File: src/rtl/core/hbma_pkg.sv
// Shared types, constants and microcode ROM for the heart beat monitor alarm.
// No dependencies; used by hbma_seq, hbma_dp and heart_beat_monitor_alarm.
`timescale 1ns / 1ps

package hbma_pkg;

	localparam int SAMPLE_BITS = 10;
	localparam int TIME_BITS   = 32;
	localparam int LEVEL_BITS  = 8;
	localparam int BPM_BITS    = 16;
	localparam int CFG_BITS    = 16;
	localparam int INDEX_BITS  = 3;
	localparam int STEP_BITS   = 3;
	localparam int DIV_CNT_BITS = 4;

	localparam logic [SAMPLE_BITS-1:0] SAMPLE_MAX = {SAMPLE_BITS{1'b1}};
	localparam logic [BPM_BITS-1:0]    BPM_NUMER  = 16'd60000;
	localparam logic [BPM_BITS-1:0]    FAST_BPM   = 16'd160;
	localparam logic [BPM_BITS-1:0]    SLOW_HI    = 16'd40;
	localparam logic [BPM_BITS-1:0]    SLOW_LO    = 16'd30;
	localparam logic [BPM_BITS-1:0]    VSLOW_LO   = 16'd10;

	// alarm register bit positions
	localparam int ALM_FAST  = 0;
	localparam int ALM_SLOW  = 1;
	localparam int ALM_VSLOW = 2;
	localparam int ALM_SHOCK = 3;

	localparam logic [7:0]  RST_LOW_THR   = 8'd140;
	localparam logic [7:0]  RST_HIGH_THR  = 8'd150;
	localparam logic [15:0] RST_NO_BEAT   = 16'd10000;
	localparam logic [15:0] RST_RELEASE   = 16'd15000;
	localparam logic [15:0] RST_HOLD      = 16'd5000;

	typedef enum logic [INDEX_BITS-1:0] {
		REG_LOW_THR   = 3'd0,
		REG_HIGH_THR  = 3'd1,
		REG_NO_BEAT   = 3'd2,
		REG_RELEASE   = 3'd3,
		REG_HOLD      = 3'd4
	} reg_index_t;

	typedef struct packed {
		logic [SAMPLE_BITS-1:0] raw_sample;
		logic [TIME_BITS-1:0]   now_ms;
	} in_word_t;

	typedef struct packed {
		logic [LEVEL_BITS-1:0] level;
		logic                  beat;
		logic [BPM_BITS-1:0]   rate_bpm;
		logic                  fast_alarm;
		logic                  slow_alarm;
		logic                  very_slow_alarm;
		logic                  shock;
		logic                  zero_interval;
	} out_word_t;

	typedef enum logic [3:0] {
		OP_LOAD    = 4'd0,
		OP_DETECT  = 4'd1,
		OP_DIV     = 4'd2,
		OP_BEAT    = 4'd3,
		OP_FIRE    = 4'd4,
		OP_RELEASE = 4'd5,
		OP_HOLD    = 4'd6,
		OP_EMIT    = 4'd7
	} op_t;

	typedef enum logic [2:0] {
		COND_NEVER    = 3'd0,
		COND_NO_VALID = 3'd1,
		COND_NO_BEAT  = 3'd2,
		COND_DIV_MORE = 3'd3,
		COND_OUT_BUSY = 3'd4
	} cond_t;

	typedef logic [STEP_BITS-1:0] step_t;

	localparam step_t STEP_LOAD = 3'd0;
	localparam step_t STEP_DIV  = 3'd2;
	localparam step_t STEP_FIRE = 3'd4;
	localparam step_t STEP_EMIT = 3'd7;

	typedef struct packed {
		op_t   op;
		cond_t cond;
		step_t target;
		logic  done;
	} ctrl_t;

	typedef struct packed {
		logic in_valid;
		logic beat;
		logic div_more;
		logic out_busy;
	} status_t;

	// microcode: one control word per step
	function automatic ctrl_t ucode(input step_t s);
		ctrl_t w;
		w = '{op: OP_LOAD, cond: COND_NEVER, target: STEP_LOAD, done: 1'b0};
		case (s)
			3'd0: w = '{op: OP_LOAD,    cond: COND_NO_VALID, target: STEP_LOAD, done: 1'b0};
			3'd1: w = '{op: OP_DETECT,  cond: COND_NO_BEAT,  target: STEP_FIRE, done: 1'b0};
			3'd2: w = '{op: OP_DIV,     cond: COND_DIV_MORE, target: STEP_DIV,  done: 1'b0};
			3'd3: w = '{op: OP_BEAT,    cond: COND_NEVER,    target: STEP_LOAD, done: 1'b0};
			3'd4: w = '{op: OP_FIRE,    cond: COND_NEVER,    target: STEP_LOAD, done: 1'b0};
			3'd5: w = '{op: OP_RELEASE, cond: COND_NEVER,    target: STEP_LOAD, done: 1'b0};
			3'd6: w = '{op: OP_HOLD,    cond: COND_NEVER,    target: STEP_LOAD, done: 1'b0};
			3'd7: w = '{op: OP_EMIT,    cond: COND_OUT_BUSY, target: STEP_EMIT, done: 1'b1};
			default: w = '{op: OP_LOAD, cond: COND_NEVER, target: STEP_LOAD, done: 1'b0};
		endcase
		return w;
	endfunction

endpackage

File: src/rtl/core/hbma_seq.sv
// Microcode sequencer: step counter, control ROM lookup and conditional jumps.
// Depends on hbma_pkg.
`timescale 1ns / 1ps

module hbma_seq (
	input  logic             clk,
	input  logic             arst_n,
	input  hbma_pkg::status_t st,
	output hbma_pkg::ctrl_t   ctrl
);
	import hbma_pkg::*;

	step_t upc_q;
	logic  jump;

	assign ctrl = ucode(upc_q);

	always_comb begin
		case (ctrl.cond)
			COND_NEVER:    jump = 1'b0;
			COND_NO_VALID: jump = !st.in_valid;
			COND_NO_BEAT:  jump = !st.beat;
			COND_DIV_MORE: jump = st.div_more;
			COND_OUT_BUSY: jump = st.out_busy;
			default:       jump = 1'b0;
		endcase
	end

	always_ff @(posedge clk or negedge arst_n) begin
		if (!arst_n) begin
			upc_q <= STEP_LOAD;
		end else if (jump) begin
			upc_q <= ctrl.target;
		end else if (ctrl.done) begin
			upc_q <= STEP_LOAD;
		end else begin
			upc_q <= upc_q + step_t'(1);
		end
	end

endmodule

File: src/rtl/core/hbma_dp.sv
// Datapath: config registers, level scaling, beat detector, serial bpm
// divider, alarm/shock state and output register. Depends on hbma_pkg.
`timescale 1ns / 1ps

module hbma_dp (
	input  logic                                 clk,
	input  logic                                 arst_n,
	input  hbma_pkg::ctrl_t                      ctrl,
	output hbma_pkg::status_t                    st,
	input  logic                                 in_valid,
	input  hbma_pkg::in_word_t                   in_data,
	output logic                                 out_valid,
	input  logic                                 out_stall,
	output hbma_pkg::out_word_t                  out_data,
	input  logic                                 cfg_we,
	input  logic [hbma_pkg::INDEX_BITS-1:0]      cfg_index,
	input  logic [hbma_pkg::CFG_BITS-1:0]        cfg_data
);
	import hbma_pkg::*;

	localparam int PROD_BITS = SAMPLE_BITS + 8;

	// config
	logic [7:0]  low_thr_q, high_thr_q;
	logic [15:0] no_beat_q, release_q, hold_q;

	// sample and working registers
	logic [SAMPLE_BITS-1:0]  raw_q;
	logic [TIME_BITS-1:0]    now_q;
	logic [LEVEL_BITS-1:0]   level_q;
	logic                    beat_q, zero_q;
	logic [TIME_BITS-1:0]    dt_q;
	logic [BPM_BITS-1:0]     rem_q, quo_q;
	logic [DIV_CNT_BITS-1:0] cnt_q;

	// monitor state
	logic                    armed_q, shock_q;
	logic [TIME_BITS-1:0]    last_beat_q, shock_start_q;
	logic [BPM_BITS-1:0]     bpm_q;
	logic [3:0]              alarm_q;

	out_word_t out_q;
	logic      out_valid_q;

	// level = raw*255 / (2^n-1): split at bit n, one correction step
	logic [PROD_BITS-1:0]    prod;
	logic [7:0]              q0;
	logic [SAMPLE_BITS:0]    r0;
	logic [LEVEL_BITS-1:0]   level;
	logic                    beat_now;

	assign prod  = {raw_q, 8'd0} - PROD_BITS'(raw_q);
	assign q0    = prod[PROD_BITS-1:SAMPLE_BITS];
	assign r0    = {3'd0, q0} + {1'b0, prod[SAMPLE_BITS-1:0]};
	assign level = q0 + LEVEL_BITS'(r0 >= {1'b0, SAMPLE_MAX});
	assign beat_now = (level > high_thr_q) && !armed_q;

	logic [TIME_BITS-1:0] since_beat, since_shock;
	assign since_beat  = now_q - last_beat_q;
	assign since_shock = now_q - shock_start_q;

	// restoring divider step
	logic [BPM_BITS:0]    rem_sh;
	logic                 ge;
	assign rem_sh = {rem_q, BPM_NUMER[cnt_q]};
	assign ge     = TIME_BITS'(rem_sh) >= dt_q;

	logic [BPM_BITS-1:0] bpm_new;
	assign bpm_new = (dt_q == '0) ? BPM_NUMER : quo_q;

	logic emit;
	assign emit = (ctrl.op == OP_EMIT) && !(out_valid_q && out_stall);

	assign st.in_valid = in_valid;
	assign st.beat     = beat_now;
	assign st.div_more = (cnt_q != '0);
	assign st.out_busy = out_valid_q && out_stall;

	assign out_valid = out_valid_q;
	assign out_data  = out_q;

	always_ff @(posedge clk or negedge arst_n) begin
		if (!arst_n) begin
			low_thr_q  <= RST_LOW_THR;
			high_thr_q <= RST_HIGH_THR;
			no_beat_q  <= RST_NO_BEAT;
			release_q  <= RST_RELEASE;
			hold_q     <= RST_HOLD;
		end else if (cfg_we) begin
			case (cfg_index)
				REG_LOW_THR:  low_thr_q  <= cfg_data[7:0];
				REG_HIGH_THR: high_thr_q <= cfg_data[7:0];
				REG_NO_BEAT:  no_beat_q  <= cfg_data;
				REG_RELEASE:  release_q  <= cfg_data;
				REG_HOLD:     hold_q     <= cfg_data;
				default: ;
			endcase
		end
	end

	// payload and divider working registers, and the output word register
	always_ff @(posedge clk) begin
		case (ctrl.op)
			OP_LOAD: begin
				if (in_valid) begin
					raw_q <= in_data.raw_sample;
					now_q <= in_data.now_ms;
				end
			end
			OP_DETECT: begin
				level_q <= level;
				beat_q  <= beat_now;
				zero_q  <= 1'b0;
				dt_q    <= since_beat;
				rem_q   <= '0;
				quo_q   <= '0;
				cnt_q   <= '1;
			end
			OP_DIV: begin
				rem_q <= ge ? BPM_BITS'(rem_sh - dt_q[BPM_BITS:0]) : rem_sh[BPM_BITS-1:0];
				quo_q <= {quo_q[BPM_BITS-2:0], ge};
				cnt_q <= cnt_q - DIV_CNT_BITS'(1);
			end
			OP_BEAT: begin
				zero_q <= (dt_q == '0);
			end
			default: ;
		endcase
		if (emit) begin
			out_q.level           <= level_q;
			out_q.beat            <= beat_q;
			out_q.rate_bpm        <= bpm_q;
			out_q.fast_alarm      <= alarm_q[ALM_FAST];
			out_q.slow_alarm      <= alarm_q[ALM_SLOW];
			out_q.very_slow_alarm <= alarm_q[ALM_VSLOW];
			out_q.shock           <= alarm_q[ALM_SHOCK];
			out_q.zero_interval   <= zero_q;
		end
	end

	// monitor state
	always_ff @(posedge clk or negedge arst_n) begin
		if (!arst_n) begin
			armed_q       <= 1'b0;
			shock_q       <= 1'b0;
			last_beat_q   <= '0;
			shock_start_q <= '0;
			bpm_q         <= '0;
			alarm_q       <= '0;
		end else begin
			case (ctrl.op)
				OP_DETECT: begin
					// beat test first, then re-arm on the same sample
					if (level < low_thr_q && (beat_now || armed_q))
						armed_q <= 1'b0;
					else if (beat_now)
						armed_q <= 1'b1;
				end
				OP_BEAT: begin
					bpm_q       <= bpm_new;
					last_beat_q <= now_q;
					alarm_q[ALM_FAST]  <= bpm_new > FAST_BPM;
					alarm_q[ALM_SLOW]  <= (bpm_new > SLOW_LO) && (bpm_new < SLOW_HI);
					alarm_q[ALM_VSLOW] <= (bpm_new > VSLOW_LO) && (bpm_new < SLOW_LO);
				end
				OP_FIRE: begin
					if (since_beat >= TIME_BITS'(no_beat_q) && !shock_q) begin
						alarm_q       <= 4'b1 << ALM_SHOCK;
						shock_q       <= 1'b1;
						shock_start_q <= now_q;
						bpm_q         <= '0;
					end
				end
				OP_RELEASE: begin
					if (since_beat >= TIME_BITS'(release_q) && shock_q) begin
						alarm_q       <= '0;
						shock_q       <= 1'b0;
						shock_start_q <= '0;
						last_beat_q   <= now_q;
					end
				end
				OP_HOLD: begin
					if (since_shock >= TIME_BITS'(hold_q) && shock_q && bpm_q != '0) begin
						alarm_q[ALM_SHOCK] <= 1'b0;
						shock_q            <= 1'b0;
						shock_start_q      <= '0;
					end
				end
				default: ;
			endcase
		end
	end

	always_ff @(posedge clk or negedge arst_n) begin
		if (!arst_n) begin
			out_valid_q <= 1'b0;
		end else if (emit) begin
			out_valid_q <= 1'b1;
		end else if (!out_stall) begin
			out_valid_q <= 1'b0;
		end
	end

endmodule

File: src/rtl/core/heart_beat_monitor_alarm.sv
// Heart beat monitor alarm: one result word per ECG sample word. A sample
// is taken when the sequencer is at its load step; a sample without a beat
// then passes the detect, fire, release, hold and emit steps; one with a beat
// also passes the beat step and the one-bit-per-cycle restoring divider
// that forms 60000 / interval. The result sits in an output register, so
// the next sample is accepted while it waits; the emit step holds only if
// a previous result is still unread. Config writes are taken at any time
// but are meant for idle periods. Depends on hbma_pkg, hbma_seq, hbma_dp.
`timescale 1ns / 1ps

module heart_beat_monitor_alarm (
	input  logic                            clk,
	input  logic                            arst_n,
	input  logic                            in_valid,
	output logic                            in_stall,
	input  hbma_pkg::in_word_t              in_data,
	output logic                            out_valid,
	input  logic                            out_stall,
	output hbma_pkg::out_word_t             out_data,
	input  logic                            cfg_we,
	input  logic [hbma_pkg::INDEX_BITS-1:0] cfg_index,
	input  logic [hbma_pkg::CFG_BITS-1:0]   cfg_data
);
	import hbma_pkg::*;

	ctrl_t   ctrl;
	status_t st;

	assign in_stall = (ctrl.op != OP_LOAD);

	hbma_seq u_seq (
		.clk    (clk),
		.arst_n (arst_n),
		.st     (st),
		.ctrl   (ctrl)
	);

	hbma_dp u_dp (
		.clk       (clk),
		.arst_n    (arst_n),
		.ctrl      (ctrl),
		.st        (st),
		.in_valid  (in_valid),
		.in_data   (in_data),
		.out_valid (out_valid),
		.out_stall (out_stall),
		.out_data  (out_data),
		.cfg_we    (cfg_we),
		.cfg_index (cfg_index),
		.cfg_data  (cfg_data)
	);

endmodule
File: config.mk
export PLATFORM = sky130hd
export DESIGN_NAME = heart_beat_monitor_alarm
export DESIGN_NICKNAME = d
export VERILOG_FILES = /design/src/rtl/core/hbma_pkg.sv /design/src/rtl/core/hbma_seq.sv /design/src/rtl/core/hbma_dp.sv /design/src/rtl/core/heart_beat_monitor_alarm.sv
export SDC_FILE = /design/constraint.sdc
export NUM_CORES = 1
export LEC_CHECK = 0
export BUFFER_PORTS_ARGS = -buffer_cell sky130_fd_sc_hd__buf_2
export CAP_MARGIN = 20
export CORE_ASPECT_RATIO = 0.9
export CORE_UTILIZATION = 40
export CTS_CLUSTER_DIAMETER = 100
export DETAILED_ROUTE_END_ITERATION = 7
export PLACE_DENSITY = 0.67
export SETUP_SLACK_MARGIN = 0.15
export SYNTH_ARGS = -nofsm -noshare
export SYNTH_HDL_FRONTEND = slang
export SYNTH_SLANG_ARGS = --single-unit
File: constraint.sdc
create_clock -name clk -period 8.15 [get_ports clk]
set_clock_uncertainty 0.2 [all_clocks]
set_input_delay 1.2225 -clock clk [delete_from_list [all_inputs] [get_ports clk]]
set_output_delay 1.2225 -clock clk [all_outputs]
set_load 0.02 [all_outputs]
==> results.yml, run 1 <==
outcome:
  status: "complete, no violations"
sta:
  tightest_slew_ns: 1.05
  period_share: 0.868
  slew_headroom: 0.301
  slew_violations: 0
  layout_min_cycle_time_ns: 7.07
  fmax_ghz: 0.141
  final.setup.worst_slack_ns: 1.08
  fin_setup_tns_ns: 0
  rsz0062_at_grt: "no"
  finalSetupViolations: 0
  hold_viol_final: 0
cells_and_area:
  layout_commonest_cell: "inv_1"
  layout-drive-gt1-share: 0.144
  fin_nets: 2130
  area.growth.synth_to_final_pct: 12.9
  layout_common_cells: "inv_1, nand2_1, ha_1, edfxtp_1, dfrtp_1"
clocking:
  clock_path_buffers: 3
  post_cts_resize_count: 0
  clkTransAtPathRegs_ns: 0.06
  cts_root_buf: "clkbuf_16"
  cts_buffers: 36
  clock_latency_ns: 0.54
  cts_hold_repair.buffers: 0
  cts_setup_buffers: 0
  cts_tree: "built"
  cts.sinks: 304
  cts_htree_levels: 2
hold_path:
  hold_class: "flip-flop to flip-flop"
power:
  p_comb_frac: 0.532
  power_leakage_nw: 9.16
  p_seq_frac: 0.289
  power_mw: 9.12
  irDropWorstVdd_mv: 0.201
  sw_frac_of_total: 0.419
  intPower_mw: 5.30
  netSwitchingPower_mw: 3.82
  power.density_nw_per_um2: 439
  pwr-share-clk: 0.179
routing:
  first_pass_iters: 5
  via_count: 13400
  drc: 0
  wl_per_cell_um: 16.5
  antenna_left: 0
  drt_iter0_markers: 856
  via_per_inst: 5.31
  drt_wl_total_um: 41900
logic_synthesis:
  netlist_instances: 1795
  avgSynthCellArea_um2: 10.2
  synthesis.area_um2: 18400
  ys.flop_type: "edfxtp_1"
  yosysWarnings: 0
  syn_nets: 2030
  ys_ff_latch: 304
  synth_edf_count: 150
  synthDistinctLibCells: 84
  synthArstFlopShare: 0.503
  ys_seq_area_frac: 0.456
setup_path:
  worst_path_max_delay_cell: "nor4_1"
  crit_buf_inv: 1
  crit_path_max_fanout: 8
  arrival_ns: 7.33
  r2r_setup_slack_ns: 1.08
  cp.required_ns: 8.41
  crit_top_cell: "a21oi_1"
  cpLargestDelayFamily: "compound AO/OA/AOI/OAI gates"
  worst_setup_path_end_kind: "flip-flop"
  path_class: "flip-flop to flip-flop"
  cpPeakStageDelay_ns: 0.57
  start_kind: "flip-flop"
place:
  gp_congestion: 0.892
  place_hpwl_um: 31700
  dp_slack_ns: 1.17
  port_buffers: 97
die:
  dieArea_um2: 46800
  initial_core_util: 0.405
  die_w_um: 228
  fp.coreArea_um2: 45400
  die_y_um: 205
  ioPinCount: 98
  core.rowCount: 74
global_route:
  overflow: 0
  grt_max_degree: 66
  grt.total_usage: 0.180
  grt_pass1_vias: 13300
  antenna_found_initial: 0
  grt_pass1_wl_um: 68500
flow_run:
  drv_cap: 0
## cell usage after synthesis (5+ instances only)
cell type | n | area (um^2)
ha_1 | 165 | 2060
nor2b_1 | 16 | 100
nand4_1 | 26 | 163
clkbuf_1 | 33 | 124
a211oi_1 | 15 | 113
o211ai_1 | 5 | 37.5
nor3_1 | 30 | 150
a31oi_1 | 11 | 68.8
mux2i_1 | 49 | 490
a211o_1 | 6 | 52.6
a21o_1 | 47 | 353
edfxtp_1 | 150 | 4500
dfrtp_1 | 129 | 3230
xnor2_1 | 50 | 438
o21ai_0 | 121 | 606
nand3_1 | 30 | 150
nand2_1 | 166 | 623
o21bai_1 | 9 | 67.6
a221oi_1 | 5 | 43.8
nor2_1 | 103 | 387
dfstp_2 | 24 | 631
xor2_1 | 33 | 289
buf_2 | 7 | 35.0
and2_1 | 25 | 156
buf_6 | 6 | 67.6
mux2_2 | 58 | 653
nor4_1 | 24 | 150
a22o_1 | 8 | 70.1
and3_1 | 9 | 56.3
o31ai_1 | 5 | 37.5
or3_1 | 8 | 50.1
inv_1 | 187 | 702
a21oi_1 | 102 | 510
nand2b_1 | 16 | 100
o21a_1 | 25 | 188
## sequential cells by signal, summed over array words and instances, names as in the netlist
register            flops
u_dp.rem_q             16
u_dp.low_thr_q          8
u_dp.last_beat_q       32
u_seq.upc_q             3
u_dp.out_valid          1
u_dp.alarm_q            4
u_dp.high_thr_q         8
u_dp.shock_start_q     32
u_dp.level_q            8
u_dp.release_q         16
u_dp.hold_q            16
u_dp.dt_q              32
u_dp.cnt_q              4
u_dp.zero_q             1
u_dp.bpm_q             16
u_dp.quo_q             16
u_dp.no_beat_q         16
u_dp.rem_sh             1
u_dp.out_data          30
u_dp.beat_q             1
u_dp.raw_q             10
u_dp.armed_q            1
u_dp.now_q             32
## cell families after synthesis
family                   synth area share
adder cells (fa/ha/maj)             0.117
XOR/XNOR                           0.0395
AND/OR/NAND/NOR                     0.123
flip-flops                          0.456
multiplexers                       0.0634
buffers and inverters              0.0513
AO/OA/AOI/OAI                       0.150
## cell type report
cell class                 instances  area [um^2]
fill                            4291        24600
inverter                         188          706
clock inverter                    19          213
multi-input combinational       1255         9090
timing repair buffer             110          597
antenna                            1         2.50
sequential                       304         8380
clock buffer                      47          995
tap                              608          761
## routing by layer
layer | vias up | global-route usage | wire [um]
met5 | - | 0 | 0
met4 | 0 | 0.0537 | 896
met3 | 60 | 0.0234 | 1490
met2 | 239 | 0.301 | 19400
met1 | 6482 | 0.245 | 20100
li1 | 6656 | - | -
## final timing paths
kind                                                  end                       from  cells past startpoint
max in group asynchronous     u_dp.hold_q[13]$_DFFE_PN0P_                     arst_n                      2
min                           u_dp.out_data[22]$_DFFE_PP_  u_dp.level_q[0]$_DFFE_PP_                      0
max                              u_seq.upc_q[2]$_DFF_PN0_    u_dp.raw_q[3]$_DFFE_PP_                     30
min in group asynchronous  u_dp.high_thr_q[6]$_DFFE_PN0P_                     arst_n                      1
max reg2reg                      u_seq.upc_q[2]$_DFF_PN0_    u_dp.raw_q[3]$_DFFE_PP_                     30
min reg2reg                   u_dp.out_data[22]$_DFFE_PP_  u_dp.level_q[0]$_DFFE_PP_                      0
## power groups by stage
| stage | Combinational, mW | Clock (mW) | Sequential (mW) |
|---|---|---|---|
| finish | 4.85 | 1.63 | 2.64 |
| global placement | 4.65 | 0 | 2.65 |
| CTS | 4.84 | 1.68 | 2.64 |
| floorplan | 3.71 | 0 | 2.58 |
| detailed placement | 4.80 | 0 | 2.67 |
| global route | 5.42 | 1.74 | 2.70 |
## stage by stage
step	hold WS (ns)	cells	instance area (um^2)	utilization
2_1_floorplan	0.200	1795	18400	-
3_3_place_gp	0.204	2464	19500	0.430
3_5_place_dp	0.205	2464	19500	0.430
4_1_cts	0.218	2530	20700	0.457
5_1_grt	0.224	2531	20700	0.457
6_report	0.217	2532	20800	0.457
Power figures use the tool's default switching activity.
==> inputs of run 2 (changes only) <==
BUFFER_PORTS_ARGS = not set   (was -buffer_cell sky130_fd_sc_hd__buf_2)
DONT_BUFFER_PORTS = 1   (was not set)
clock period = 6.29 ns   (was 8.15 ns; I/O delays follow)
==> results.yml, run 2 (synthesized netlist as in run 1, its figures left out) <==
setup_path:
  crit_buf_inv: 3
  cpPeakStageDelay_ns: 0.55
  arrival_ns: 6.20
  path_class: "flip-flop to flip-flop"
  cpLargestDelayFamily: "compound AO/OA/AOI/OAI gates"
  crit_path_max_fanout: 33
  worst_setup_path_end_kind: "flip-flop"
  cp.required_ns: 6.56
  crit_top_cell: "nand2_1"
  worst_path_max_delay_cell: "a2111oi_0"
  start_kind: "flip-flop"
  crit_chain: "inv_1 -> ha_1 -> inv_1 -> fa_1 -> a211oi_1 -> o21ai_0 -> nand3_1 -> nand2_1 -> nand3_1 -> nand2_1 -> xor2_1 -> ha_1 -> a21oi_1 -> nand2_1 -> a221oi_1 -> o2111ai_1 -> a2111oi_0 -> o2111ai_1 -> nor4_1 -> a31oi_1 -> o211ai_4 -> buf_12 -> mux2i_1"
global_route:
  grt_max_degree: 130
  overflow: 0
  grt_pass1_wl_um: 67200
  grt.total_usage: 0.178
  antenna_found_initial: 1
  grt_pass1_vias: 13000
sta:
  rsz0062_at_grt: "yes"
  finalSetupViolations: 0
  tightest_slew_ns: 1.01
  fmax_ghz: 0.169
  fin_setup_tns_ns: 0
  slew_violations: 0
  hold_viol_final: 0
  final.setup.worst_slack_ns: 0.363
  slew_headroom: 0.327
  layout_min_cycle_time_ns: 5.93
  period_share: 0.942
clocking:
  cts_tree: "built"
  clock_path_buffers: 3
  clkTransAtPathRegs_ns: 0.06
  cts_htree_levels: 2
  cts_buffers: 37
  clock_latency_ns: 0.56
  cts.sinks: 304
  cts_root_buf: "clkbuf_16"
routing:
  met1_length_um: 19900
  top_layer: "met4"
  first_pass_iters: 5
  dr_wl_met3_um: 1790
  drt_wl_total_um: 42200
  drt_iter0_markers: 842
  wl_per_cell_um: 17.1
  via_count: 13200
  antenna_left: 0
  wl_met2_um: 19600
  via_per_inst: 5.36
  drc: 0
cells_and_area:
  final_cell_area_um2: 20700
  layout_commonest_cell: "inv_1"
  area.growth.synth_to_final_pct: 12.6
  antenna-diode-count: 0
  layout-drive-gt1-share: 0.127
  fin_nets: 2063
  layout_common_cells: "inv_1, nand2_1, ha_1, edfxtp_1, dfrtp_1"
place:
  placedInstanceArea_um2: 19200
  port_buffers: 0
  place_hpwl_um: 31200
  dp_slack_ns: -0.215
  gp_congestion: 0.889
die:
  die_y_um: 205
  ioPinCount: 98
  fp.coreArea_um2: 45400
  initial_core_util: 0.405
  core.rowCount: 74
  die_w_um: 228
  dieArea_um2: 46800
outcome:
  status: "complete, no violations"
power:
  power_leakage_nw: 8.94
  irDropWorstVdd_mv: 0.301
  power.density_nw_per_um2: 570
hold_path:
  hold_class: "input port to async pin"
flow_run:
  drv_cap: 0
[run 2: cell count changes in the layout (fill, tap and decap cells not counted), sizes merged]
cell    delta
buf       -68
bufinv     -4
clkbuf     +1
clkinv     +5
diode      -1
[run 2: report_power, final]
part / leakage, nW / switching [mW] / internal, mW
Combinational: 5.17 / 3.70 / 2.63
Sequential: 3.21 / 0.432 / 3.03
Clock: 0.557 / 0.863 / 1.14
[run 2: path summary, 6_finish.rpt]
path                                           start                            endpoint  slack (ns)  cells past startpoint
setup / recovery             u_dp.now_q[0]$_DFFE_PP_  u_dp.shock_start_q[10]$_DFFE_PN0P_        0.36                     23
max in group asynchronous                     arst_n    u_dp.last_beat_q[28]$_DFFE_PN0P_        5.13                      1
hold reg to reg            u_dp.level_q[4]$_DFFE_PP_         u_dp.out_data[26]$_DFFE_PP_        0.21                      0
hold / removal                                arst_n       u_dp.low_thr_q[7]$_DFFE_PN1P_        0.05                      0
min in group clk           u_dp.level_q[4]$_DFFE_PP_         u_dp.out_data[26]$_DFFE_PP_        0.21                      0
setup reg to reg             u_dp.now_q[0]$_DFFE_PP_  u_dp.shock_start_q[10]$_DFFE_PN0P_        0.36                     23
[run 2: worst register-to-register path, cell delays in order (launching register included)]
cell and delay (ns):
edfxtp_1 0.42, inv_1 0.11, ha_1 0.19, inv_1 0.06
fa_1 0.43, a211oi_1 0.30, o21ai_0 0.19, nand3_1 0.20
nand2_1 0.15, nand3_1 0.17, nand2_1 0.08, xor2_1 0.16
ha_1 0.32, a21oi_1 0.17, nand2_1 0.09, a221oi_1 0.32
o2111ai_1 0.22, a2111oi_0 0.55, o2111ai_1 0.26, nor4_1 0.23
a31oi_1 0.28, o211ai_4 0.17, buf_12 0.25, mux2i_1 0.32
[run 2: timing repair]
| action | CTS | global route |
|---|---|---|
| gates cloned | 0 | 0 |
| buffers inserted | 1 | 12 |
| hold buffers | 1 | 0 |
| pin swaps | 4 | 33 |
| setup endpoints to repair | 2 | 4 |
| gates resized for setup | 5 | 40 |
| hold endpoints to repair | 129 | 0 |
[run 2: layer usage]
metal,GRT usage,vias up
li1,-,6515
met1,0.236,6383
met2,0.297,255
met3,0.0335,66
met4,0.0506,0
met5,0,-
[run 2: final cells by class]
cell class	instances	area [um^2]
Fill cell	4213	24700
Multi-Input combinational cell	1255	9360
Sequential cell	304	8380
Clock buffer	48	998
Tap cell	608	761
Inverter	188	706
Timing Repair Buffer	42	364
Clock inverter	20	136
[run 2: per-stage QoR]
stage	util	total power [mW]	std cells	hold slack, ns
3_5_place_dp	0.422	9.61	2382	0.205
2_1_floorplan	-	8.14	1795	0.200
4_1_cts	0.448	11.7	2452	0.0129
6_report	0.456	11.8	2465	0.0463
5_1_grt	0.456	12.7	2465	0.0119
3_3_place_gp	0.422	9.43	2382	0.204
